===== src/rtl/core/sorted_timer_queue_defines.svh =====
// ---------------------------------------------------------------------------
// Sorted timer queue: assertion macros
// Immediate-implication and next-cycle-implication property macros.
// ---------------------------------------------------------------------------
`ifndef SORTED_TIMER_QUEUE_DEFINES_SVH
`define SORTED_TIMER_QUEUE_DEFINES_SVH

`ifndef SYNTHESIS
`define STQ_ASSERT_IMP(label, clk, rst, ante, cons, msg) \
  label: assert property (@(posedge clk) disable iff (rst) (ante) |-> (cons)) \
    else $error(msg);
`define STQ_ASSERT_NXT(label, clk, rst, ante, cons, msg) \
  label: assert property (@(posedge clk) disable iff (rst) (ante) |=> (cons)) \
    else $error(msg);
`else
`define STQ_ASSERT_IMP(label, clk, rst, ante, cons, msg)
`define STQ_ASSERT_NXT(label, clk, rst, ante, cons, msg)
`endif

`endif


===== src/rtl/core/stq_pkg.sv =====
// ---------------------------------------------------------------------------
// Sorted timer queue package
// Operation and result codes, controller command and status words.
// ---------------------------------------------------------------------------
package stq_pkg;

  localparam int CTX_BITS = 16;
  localparam int DELAY_BITS = 16;

  typedef logic [1:0] kind_t;

  localparam kind_t KIND_ACCEPT = 2'd0;
  localparam kind_t KIND_FULL   = 2'd1;
  localparam kind_t KIND_FIRED  = 2'd2;

  localparam logic OP_REGISTER = 1'b0;
  localparam logic OP_TICK     = 1'b1;

  // Logical index used for the memory read
  typedef enum logic [1:0] {
    RD_IDX,
    RD_IDX_M1,
    RD_HEAD
  } rd_sel_t;

  typedef struct packed {
    logic    load_reg;     // latch new expiry / context, idx = 0
    logic    tick_inc;     // advance second counter
    logic    rd_en;
    rd_sel_t rd_sel;
    logic    idx_inc;
    logic    shift_start;  // pos = idx, idx = count
    logic    wr_shift;     // entry[idx] = entry[idx-1], idx--
    logic    wr_new;       // entry[pos] = new, count++
    logic    fire_take;    // hold head context, pop head
    logic    fire_clear;   // drop held flag
    logic    emit;
    kind_t   emit_kind;
    logic    emit_last;
  } stq_cmd_t;

  typedef struct packed {
    logic full;
    logic count_zero;
    logic idx_at_count;
    logic idx_at_pos;
    logic later;       // read entry expires later than new entry
    logic due;         // read entry is due at current second
    logic have_held;
  } stq_status_t;

endpackage


===== src/rtl/core/sorted_timer_queue.sv =====
// ---------------------------------------------------------------------------
// Sorted timer queue
// Table of one-shot timers kept in expiry order, fired by a one-second tick.
// ---------------------------------------------------------------------------
// A word is taken when start is high and busy is low. operation selects a
// register (delay_secs, context_req) or a one-second tick. A register word
// gives one result word: accepted, or rejected when all TIMER_SLOTS entries
// are pending. A tick advances the wrapping second counter and gives one
// fired word per due timer, in expiry order (equal expiries in registration
// order), with last set on the final one; a tick with nothing due gives no
// word. Results appear for one cycle with strobe high and cannot be held
// off by the receiver. Entries live in a circular single-port-read memory
// with registered read data, so each step of the walk is a read state
// followed by a compare or write state. A rejected register word leaves
// busy low and answers on the next cycle. busy stays high through the
// insert scan and shift of an accepted register word and through the
// expiry walk of a tick; the next word may be taken while the last result
// of the previous one is still on the ports.
// ---------------------------------------------------------------------------
`include "sorted_timer_queue_defines.svh"

module sorted_timer_queue #(
  parameter int TIMER_SLOTS = 16,
  parameter int TIME_BITS   = 32
) (
  input  logic                           clk,
  input  logic                           rst,
  input  logic                           start,
  output logic                           busy,
  input  logic                           operation,
  input  logic [stq_pkg::DELAY_BITS-1:0] delay_secs,
  input  logic [stq_pkg::CTX_BITS-1:0]   context_req,
  output logic                           strobe,
  output stq_pkg::kind_t                 result_kind,
  output logic [stq_pkg::CTX_BITS-1:0]   fired_context,
  output logic                           last
);
  import stq_pkg::*;

  stq_cmd_t    cmd;
  stq_status_t st;

  // sequencer: insert scan / shift and expiry walk
  stq_ctrl u_ctrl (
    .clk       (clk),
    .rst       (rst),
    .start     (start),
    .operation (operation),
    .st        (st),
    .busy      (busy),
    .cmd       (cmd)
  );

  // entry memory, counters and result register
  stq_dpath #(
    .TIMER_SLOTS (TIMER_SLOTS),
    .TIME_BITS   (TIME_BITS)
  ) u_dpath (
    .clk           (clk),
    .rst           (rst),
    .cmd           (cmd),
    .delay_secs    (delay_secs),
    .context_req   (context_req),
    .st            (st),
    .strobe        (strobe),
    .result_kind   (result_kind),
    .fired_context (fired_context),
    .last          (last)
  );

  // every taken word either starts a walk or answers at once (full table)
  `STQ_ASSERT_NXT(a_accept_progress, clk, rst, start && !busy,
                  busy || strobe, "taken word dropped")
  // register answers carry no context and end their word
  `STQ_ASSERT_IMP(a_reply_shape, clk, rst, strobe && (result_kind != KIND_FIRED),
                  last && (fired_context == '0), "bad register reply")

endmodule


===== src/rtl/core/stq_ctrl.sv =====
// ---------------------------------------------------------------------------
// Sorted timer queue controller
// Sequences the sorted insert and the expiry walk over the datapath.
// ---------------------------------------------------------------------------
module stq_ctrl (
  input  logic                clk,
  input  logic                rst,
  input  logic                start,
  input  logic                operation,
  input  stq_pkg::stq_status_t st,
  output logic                busy,
  output stq_pkg::stq_cmd_t   cmd
);
  import stq_pkg::*;

  localparam logic [2:0] S_IDLE     = 3'd0;
  localparam logic [2:0] S_SCAN_RD  = 3'd1;
  localparam logic [2:0] S_SCAN_CMP = 3'd2;
  localparam logic [2:0] S_SHIFT_RD = 3'd3;
  localparam logic [2:0] S_SHIFT_WR = 3'd4;
  localparam logic [2:0] S_FIRE_RD  = 3'd5;
  localparam logic [2:0] S_FIRE_CMP = 3'd6;

  logic [2:0] state;
  logic [2:0] state_next;

  always_ff @(posedge clk) begin
    if (rst) begin
      state <= S_IDLE;
    end else begin
      state <= state_next;
    end
  end

  assign busy = (state != S_IDLE);

  always_comb begin
    cmd        = '0;
    cmd.rd_sel = RD_IDX;
    state_next = state;
    unique case (state)
      S_IDLE: begin
        if (start) begin
          if (operation == OP_TICK) begin
            cmd.tick_inc = 1'b1;
            state_next   = S_FIRE_RD;
          end else if (st.full) begin
            cmd.emit      = 1'b1;
            cmd.emit_kind = KIND_FULL;
            cmd.emit_last = 1'b1;
          end else begin
            cmd.load_reg = 1'b1;
            state_next   = S_SCAN_RD;
          end
        end
      end
      S_SCAN_RD: begin
        if (st.idx_at_count) begin
          cmd.shift_start = 1'b1;
          state_next      = S_SHIFT_RD;
        end else begin
          cmd.rd_en  = 1'b1;
          cmd.rd_sel = RD_IDX;
          state_next = S_SCAN_CMP;
        end
      end
      S_SCAN_CMP: begin
        if (st.later) begin
          cmd.shift_start = 1'b1;
          state_next      = S_SHIFT_RD;
        end else begin
          cmd.idx_inc = 1'b1;
          state_next  = S_SCAN_RD;
        end
      end
      S_SHIFT_RD: begin
        if (st.idx_at_pos) begin
          cmd.wr_new    = 1'b1;
          cmd.emit      = 1'b1;
          cmd.emit_kind = KIND_ACCEPT;
          cmd.emit_last = 1'b1;
          state_next    = S_IDLE;
        end else begin
          cmd.rd_en  = 1'b1;
          cmd.rd_sel = RD_IDX_M1;
          state_next = S_SHIFT_WR;
        end
      end
      S_SHIFT_WR: begin
        cmd.wr_shift = 1'b1;
        state_next   = S_SHIFT_RD;
      end
      S_FIRE_RD: begin
        if (st.count_zero) begin
          cmd.emit       = st.have_held;
          cmd.emit_kind  = KIND_FIRED;
          cmd.emit_last  = 1'b1;
          cmd.fire_clear = 1'b1;
          state_next     = S_IDLE;
        end else begin
          cmd.rd_en  = 1'b1;
          cmd.rd_sel = RD_HEAD;
          state_next = S_FIRE_CMP;
        end
      end
      S_FIRE_CMP: begin
        cmd.emit      = st.have_held;
        cmd.emit_kind = KIND_FIRED;
        if (st.due) begin
          // held entry is not the last: another one is due
          cmd.emit_last = 1'b0;
          cmd.fire_take = 1'b1;
          state_next    = S_FIRE_RD;
        end else begin
          cmd.emit_last  = 1'b1;
          cmd.fire_clear = 1'b1;
          state_next     = S_IDLE;
        end
      end
      default: begin
        state_next = S_IDLE;
      end
    endcase
  end

endmodule


===== src/rtl/core/stq_dpath.sv =====
// ---------------------------------------------------------------------------
// Sorted timer queue datapath
// Circular entry memory, second counter, indexes and result register.
// ---------------------------------------------------------------------------
`include "sorted_timer_queue_defines.svh"

module stq_dpath #(
  parameter int TIMER_SLOTS = 16,
  parameter int TIME_BITS   = 32
) (
  input  logic                            clk,
  input  logic                            rst,
  input  stq_pkg::stq_cmd_t               cmd,
  input  logic [stq_pkg::DELAY_BITS-1:0]  delay_secs,
  input  logic [stq_pkg::CTX_BITS-1:0]    context_req,
  output stq_pkg::stq_status_t            st,
  output logic                            strobe,
  output stq_pkg::kind_t                  result_kind,
  output logic [stq_pkg::CTX_BITS-1:0]    fired_context,
  output logic                            last
);
  import stq_pkg::*;

  localparam int IW = $clog2(TIMER_SLOTS);
  localparam int CW = $clog2(TIMER_SLOTS + 1);
  localparam int DW = TIME_BITS + CTX_BITS;

  logic [DW-1:0]        mem [TIMER_SLOTS];
  logic [DW-1:0]        rd_data;
  logic [TIME_BITS-1:0] cur;
  logic [CW-1:0]        count;
  logic [IW-1:0]        head;
  logic [IW-1:0]        idx;
  logic [IW-1:0]        pos;
  logic [TIME_BITS-1:0] exp_new;
  logic [CTX_BITS-1:0]  ctx_new;
  logic [CTX_BITS-1:0]  held_ctx;
  logic                 have_held;

  logic [IW-1:0]        rd_log;
  logic [IW-1:0]        wr_log;
  logic [IW-1:0]        rd_addr;
  logic [IW-1:0]        wr_addr;
  logic [DW-1:0]        wr_data;
  logic                 wr_en;
  logic [TIME_BITS-1:0] rd_exp;
  logic [TIME_BITS-1:0] diff_later;
  logic [TIME_BITS-1:0] diff_due;

  // logical position -> slot, relative to head
  function automatic logic [IW-1:0] to_phys(input logic [IW-1:0] hd,
                                            input logic [IW-1:0] lg);
    logic [IW:0] sum;
    sum = {1'b0, hd} + {1'b0, lg};
    if (sum >= (IW+1)'(TIMER_SLOTS)) begin
      sum = sum - (IW+1)'(TIMER_SLOTS);
    end
    return sum[IW-1:0];
  endfunction

  always_comb begin
    case (cmd.rd_sel)
      RD_IDX:    rd_log = idx;
      RD_IDX_M1: rd_log = idx - 1'b1;
      RD_HEAD:   rd_log = '0;
      default:   rd_log = '0;
    endcase
  end

  assign wr_log  = cmd.wr_new ? pos : idx;
  assign rd_addr = to_phys(head, rd_log);
  assign wr_addr = to_phys(head, wr_log);
  assign wr_en   = cmd.wr_new | cmd.wr_shift;
  assign wr_data = cmd.wr_new ? {exp_new, ctx_new} : rd_data;

  always_ff @(posedge clk) begin
    if (wr_en) begin
      mem[wr_addr] <= wr_data;
    end
    if (cmd.rd_en) begin
      rd_data <= mem[rd_addr];
    end
  end

  // wrapped compares
  assign rd_exp     = rd_data[DW-1:CTX_BITS];
  assign diff_later = rd_exp - exp_new;
  assign diff_due   = cur - rd_exp;

  assign st.full         = (count == CW'(TIMER_SLOTS));
  assign st.count_zero   = (count == '0);
  assign st.idx_at_count = (CW'(idx) == count);
  assign st.idx_at_pos   = (idx == pos);
  assign st.later        = (diff_later != '0) && !diff_later[TIME_BITS-1];
  assign st.due          = !diff_due[TIME_BITS-1];
  assign st.have_held    = have_held;

  // control state
  always_ff @(posedge clk) begin
    if (rst) begin
      cur       <= '0;
      count     <= '0;
      head      <= '0;
      have_held <= 1'b0;
      strobe    <= 1'b0;
    end else begin
      strobe <= cmd.emit;
      if (cmd.tick_inc) begin
        cur <= cur + 1'b1;
      end
      if (cmd.wr_new) begin
        count <= count + 1'b1;
      end else if (cmd.fire_take) begin
        count <= count - 1'b1;
      end
      if (cmd.fire_take) begin
        head      <= (head == IW'(TIMER_SLOTS - 1)) ? '0 : head + 1'b1;
        have_held <= 1'b1;
      end else if (cmd.fire_clear) begin
        have_held <= 1'b0;
      end
    end
  end

  // payload
  always_ff @(posedge clk) begin
    if (cmd.load_reg) begin
      exp_new <= cur + TIME_BITS'(delay_secs);
      ctx_new <= context_req;
      idx     <= '0;
    end else if (cmd.idx_inc) begin
      idx <= idx + 1'b1;
    end else if (cmd.shift_start) begin
      idx <= count[IW-1:0];
    end else if (cmd.wr_shift) begin
      idx <= idx - 1'b1;
    end
    if (cmd.shift_start) begin
      pos <= idx;
    end
    if (cmd.fire_take) begin
      held_ctx <= rd_data[CTX_BITS-1:0];
    end
    if (cmd.emit) begin
      result_kind   <= cmd.emit_kind;
      fired_context <= (cmd.emit_kind == KIND_FIRED) ? held_ctx : '0;
      last          <= cmd.emit_last;
    end
  end

  `STQ_ASSERT_IMP(a_insert_not_full, clk, rst, cmd.wr_new, count < CW'(TIMER_SLOTS), "insert into full table")
  `STQ_ASSERT_IMP(a_pop_not_empty, clk, rst, cmd.fire_take, count != '0, "pop from empty table")

endmodule

===== config.mk =====
export PLATFORM = sky130hd
export DESIGN_NAME = sorted_timer_queue
export DESIGN_NICKNAME = d
export VERILOG_FILES = /design/src/rtl/core/stq_pkg.sv /design/src/rtl/core/sorted_timer_queue.sv /design/src/rtl/core/stq_ctrl.sv /design/src/rtl/core/stq_dpath.sv
export VERILOG_INCLUDE_DIRS = /design/src /design/src/rtl/core
export SDC_FILE = /design/constraint.sdc
export NUM_CORES = 1
export LEC_CHECK = 0
export BUFFER_PORTS_ARGS = -buffer_cell sky130_fd_sc_hd__buf_4
export CAP_MARGIN = 20
export CORE_ASPECT_RATIO = 1.25
export CORE_MARGIN = 5
export CORE_UTILIZATION = 56
export DETAILED_ROUTE_END_ITERATION = 8
export HOLD_SLACK_MARGIN = 0.15
export PLACE_DENSITY = 0.72
export SLEW_MARGIN = 20
export SYNTH_ARGS = -nofsm -noshare
export SYNTH_HDL_FRONTEND = slang
export SYNTH_SLANG_ARGS = --single-unit
export TNS_END_PERCENT = 20

===== constraint.sdc =====
create_clock -name clk -period 6.9 [get_ports clk]
set_clock_uncertainty 0.05 [all_clocks]
set_input_delay 1.38 -clock clk [delete_from_list [all_inputs] [get_ports clk]]
set_output_delay 1.38 -clock clk [all_outputs]
set_load 0.01 [all_outputs]

# [After elaboration in Yosys (flattened, before gate mapping)]
# Memories as Yosys holds them, arrays and structs flattened. A register that Yosys moved wholly into a read port is not among the register bits.
# Index checks and enable logic that the tools add are counted.
[op_classes] bitwise=1 order_cmp=2 reduce_logical=11 n_addsub=13 mux=50 eq_ne=14
[op_table] op="subtractor 32 bit" count=2
[op_table] op="two-way mux 48 bit" count=1
[op_table] op="two-way mux 4 bit" count=11
[op_table] op="adder 32 x 1 -> 32 bit (second input constant)" count=1
[op_table] op="adder 32 x 16 -> 32 bit" count=1
[op_table] op="nonzero test 32 bit" count=1
[op_table] op="two-way mux 3 bit" count=8
[op_table] op="case mux 3 bit (7 select lines)" count=1
[op_table] op="two-way mux 1 bit" count=18
[op_table] op="case mux 4 bit (4 select lines)" count=1
[op_table] op="two-way mux 5 bit" count=3
[op_table] op="subtractor 4 x 1 -> 4 bit (second input constant)" count=3
[op_table] op="adder 4 x 4 -> 5 bit" count=2
[op_table] op="greater-or-equal comparator 5 bit (second input constant)" count=2
[op_table] op="== test 3 bit (second input constant)" count=3
[op_table] op="case mux 3 bit (3 select lines)" count=1
[op_table] op="adder 4 x 1 -> 4 bit (second input constant)" count=2
[op_table] op="case mux 4 bit (2 select lines)" count=1
[op_table] op="== test 3 x 2 -> 1 bit (second input constant)" count=2
[op_table] op="two-way mux 2 bit" count=3
[op_table] op="nonzero test 3 bit" count=2
[op_table] op="adder 5 x 1 -> 5 bit (second input constant)" count=1
[op_table] op="== test 4 x 5 -> 1 bit" count=1
[op_table] op="== test 5 bit (second input constant)" count=1
[op_table] op="other kinds (17)" count=19
[word_totals] out_inout_bits=21 register_bits=137 inputBits=36 ramBits=768 n_memories=1
[mem_list] memory="u_dpath.mem" depth=16 width=48 read_ports=1 rd_ports_with_merged_regs=1 wr=1 line="stq_dpath.sv:28" source="logic [DW-1:0] mem [TIMER_SLOTS];"

# [Logic depth before layout (Yosys ltp)]
[depth] word_depth=8 ltp_mapped=16 mapped_depth_nobuf=14

# [Hierarchy]
# Synthesis repeated with hierarchy kept, for this count alone.
[unflattened] cells_unflattened=2244 area_unflattened_um2=40202.3
[by_module_without_submodules] mod="stq_dpath" seq_area_each_um2=28056.9 instances=1 area_each_um2=39828.2 cells_each=2197
[by_module_without_submodules] mod="stq_ctrl" seq_area_each_um2=60.1 instances=1 area_each_um2=374.1 cells_each=47

# [Worst setup path before layout]
# Ideal clock, no wire load.
[synth_path] path_kind="register to register" startpoint="reg u_dpath.count[0]" endpoint="reg u_dpath.rd_data[0] (read register of u_dpath.mem), enable pin" stages_incl_launch_ff=6 setup_slack_ns=0.627 arrival_ns=5.637 required_time_ns=6.264 path_buffers=1 cell_sequence="dfxtp_1 > clkbuf_1 > xnor2_1 > nand3_1 > nor3_1 > o41ai_1"
[synth_lines] element="from (decl)" line="stq_dpath.sv:31" source="logic [CW-1:0] count;"
[synth_lines] element="from (signal assigned)" line="stq_dpath.sv:112" source="count <= count + 1'b1;"
[synth_lines] element="from (signal assigned)" line="stq_dpath.sv:114" source="count <= count - 1'b1;"
[synth_lines] element="to (decl)" line="stq_dpath.sv:29" source="logic [DW-1:0] rd_data;"

# [Worst setup path after layout]
[layout_path] startpoint="reg u_dpath.idx[0]" endpoint="reg u_dpath.rd_data[12] (read register of u_dpath.mem), data pin"
[layout_between] elab_chain_len=8 word_cells_on_any_way=13
[layout_lines] element="from (decl)" line="stq_dpath.sv:33" source="logic [IW-1:0] idx;"
[layout_lines] element="from (signal assigned)" line="stq_dpath.sv:132" source="idx <= idx + 1'b1;"
[layout_lines] element="from (signal assigned)" line="stq_dpath.sv:134" source="idx <= count[IW-1:0];"
[layout_lines] element="from (signal assigned)" line="stq_dpath.sv:136" source="idx <= idx - 1'b1;"
[layout_lines] element="== test 4 bit" line="stq_dpath.sv:93" source="assign st.idx_at_pos = (idx == pos);"
[layout_lines] element="two-way mux 3 bit" line="stq_ctrl.sv:77" source="if (st.idx_at_pos) begin"
[layout_lines] element="case mux 3 bit (3 select lines)" line="stq_ctrl.sv:41" source="unique case (state)"
[layout_lines] element="== test 2 x 1 -> 1 bit or logical NOT 2 bit (tied branches)" line="stq_dpath.sv:62" source="case (cmd.rd_sel)"
[layout_lines] element="case mux 4 bit (2 select lines)" line="stq_dpath.sv:62"
[layout_lines] element="adder 4 x 4 -> 5 bit" line="stq_dpath.sv:54" source="sum = {1'b0, hd} + {1'b0, lg};"
[layout_lines] element="subtractor 4 x 1 -> 4 bit or greater-or-equal comparator 5 bit (tied branches)" line="stq_dpath.sv:56, stq_dpath.sv:55"
[layout_lines] element="two-way mux 4 bit" line="stq_dpath.sv:55" source="if (sum >= (IW+1)'(TIMER_SLOTS)) begin"
# Parallel ways exist; a longest one is shown, timed or not.
# A chain may end at the register's enable or synchronous reset.

==> run metrics <==
dpl hpwl 54.14 mm; pre-CTS WS 1.834 ns; Lkg Pwr 15.24 nW; Startpoint Class flip-flop; Die Y 311.1 µm; Critical Path RT 7.24 ns; Avg Cell Area, Syn 17.70 µm²; largest net degree at the start of global routing 72; post-CTS resize count 0; share of layout cells above drive strength 1 0.2342; Hold Path Class reg -> reg; syn nets 2426; Die X 250.9 µm; Nets 2541; core box area 0.07198 mm²; DRC viols 0; Worst Path Arrival 5.49 ns; post-synthesis sequential area ratio 0.6923; Slew Limit Headroom 0.2181; Synth top area share 0.6676; Slew Limit Fails 0; Post-Syn Instances 2295; CTS tree done; WL/cell 28.00 µm; Port Buffer Count 56; first-pass GRT wire length 144.6 mm; vias in the first global route 22670; CTS H-Tree Depth 3; clock slew at reported path FFs 0.07 ns; status finished, final reports clean; via count 21890; most common cell in the synthesized netlist edfxtp_1; clock latency at the later pin of the worst-skew pair 0.66 ns; ANT nets after route 0; row cnt 110; final hold vios 0; Synth top cells by count edfxtp_1 (903), mux4_2 (240), nand2_1 (113), nor2_1 (109), inv_1 (93); GPL Wtd Cong 0.9127; area growth from synthesis to layout 12.08%; CTS root buffer clkbuf_16; final setup fails 0; Yosys reg bits 953; Longest Clk Path Bufs 3; post-synth cell types 83; Hold Startpoint u_dpath.rd_data[2]$_DFFE_PP_; Num CTS Buffers 90; Remaining Overflow, GRT 0; number of synthesized flops with an enable pin 903; Routed WL 96.22 mm; Max Clk Rate 194.2 MHz; Crit Path Max Fanout 71; die area 0.07805 mm²; Mapped Area 0.04062 mm²; Period minus WS final 5.150 ns; initial antenna violation count 0; Setup crit start u_dpath.idx[0]$_SDFFE_PP0P_; Synth area leaders edfxtp_1 (67%), mux4_2 (13%), ha_1 (2.8%); RSZ-0062 raised after global routing no; DR iter-0 viols 2417; n_diodes 0; setup TNS 0 ns; Total Routing Usage GR 0.2465; Ys Warns 0; Non-Filler Instances 3437; CP Capture Type flip-flop; CTS sink cnt 953; first drt pass iteration count 6; Max-cap violations 0; WS Path Type reg -> reg; Worst Tran Pin Value 1.170 ns; peak supply drop 0.3171 mV; Ports 57; Initial Utilization 0.5642; Post-CTS Setup Inserts 0; Post-synth ARST share 0; Post-Place Cells 3269; post-layout util 0.6324; cts hold-fix bufs 0; final worst-path cycle share 0.7464; Post-synth top flop edfxtp_1; RR Startpoint u_dpath.idx[0]$_SDFFE_PP0P_; dominant cell type by area after synthesis edfxtp_1; vias per cell 6.370; Power per Cell Area 400.1 mW/mm²; final setup margin 1.750 ns
## final timing paths
| kind | cells past startpoint | slack [ns] | to |
|---|---|---|---|
| worst max register to register | 11 | 1.75 | u_dpath.rd_data[12]$_DFFE_PP_ |
| worst min-delay path | 0 | 0.40 | u_dpath.held_ctx[2]$_DFFE_PP_ |
| worst min register to register | 0 | 0.40 | u_dpath.held_ctx[2]$_DFFE_PP_ |
| worst max-delay path | 11 | 1.75 | u_dpath.rd_data[12]$_DFFE_PP_ |
## flip-flops by register name (all words and copies together) (netlist names), 5 cells and up
signal and count:
u_dpath.ctx_new 16, u_dpath.held_ctx 16, u_dpath.exp_new 32, u_dpath.fired_context 16, u_dpath.mem 768, u_dpath.rd_data 48
u_dpath.cur 32, u_dpath.count 5
## stage by stage
| stage | total power [mW] | area (µm²) | hold slack, ns |
|---|---|---|---|
| after floorplan | 11.67 | 40620 | 0.3595 |
| after global placement | 13.05 | 42470 | 0.3901 |
| after detailed placement | 13.20 | 42470 | 0.3904 |
| after CTS | 18.30 | 45500 | 0.4062 |
| after global routing | 19.00 | 45520 | 0.4208 |
| final | 18.22 | 45520 | 0.3995 |
## area by class of cell
| cell class | count | area (µm²) |
|---|---|---|
| fill | 4804 | 26460 |
| tap | 952 | 1191 |
| multi-input combinational | 1145 | 11800 |
| inverter | 93 | 349.1 |
| clock inverter | 58 | 701.9 |
| timing repair buffer | 127 | 1041 |
| clock buffer | 109 | 2323 |
| sequential | 953 | 28120 |
## worst max-delay path: stages (launching register included)
cell     delay, ns
dfxtp_1       0.60
xor2_1        0.19
nor4_1        0.10
nor3b_1       0.18
o21ai_0       0.29
nand2_1       0.14
o21ai_0       0.15
ha_4          0.23
fa_4          1.44
buf_12        0.45
mux4_2        0.41
mux4_2        0.50
## kinds of logic after synthesis
family | Yosys count | synth area share
compound gates | 285 | 0.04664
simple gates | 413 | 0.05052
fa+ha+maj | 95 | 0.03019
flops | 953 | 0.6923
xor+xnor | 83 | 0.01790
buf+inv | 197 | 0.02163
mux | 269 | 0.1408
## layer usage
layer	GRT usage	vias up	share of wire	routed length, µm
li1	-	9377	-	-
met1	0.3329	11300	0.38	36850
met2	0.4220	1056	0.52	49670
met3	0.03244	162	0.070	6688
met4	0.07990	0	0.031	3021
met5	0	-	0	0
## where the power goes
part           internal [mW]  switching [mW]
clock                   2.92            2.17
sequential              7.39           0.272
combinational           2.36            3.10
## cell usage in the layout, fill, tap and decap left out, drive strengths merged, types with 25 or more instances in the layout
cell type,n
a21o,32
a21oi,66
buf,127
clkbuf,109
clkinv,35
dfxtp,50
edfxtp,903
ha,90
inv,98
mux4,240
nand2,113
nor2,109
nor3,25
o21ai,87
xnor2,30
xor2,53
(Power assumes the default switching activity.)
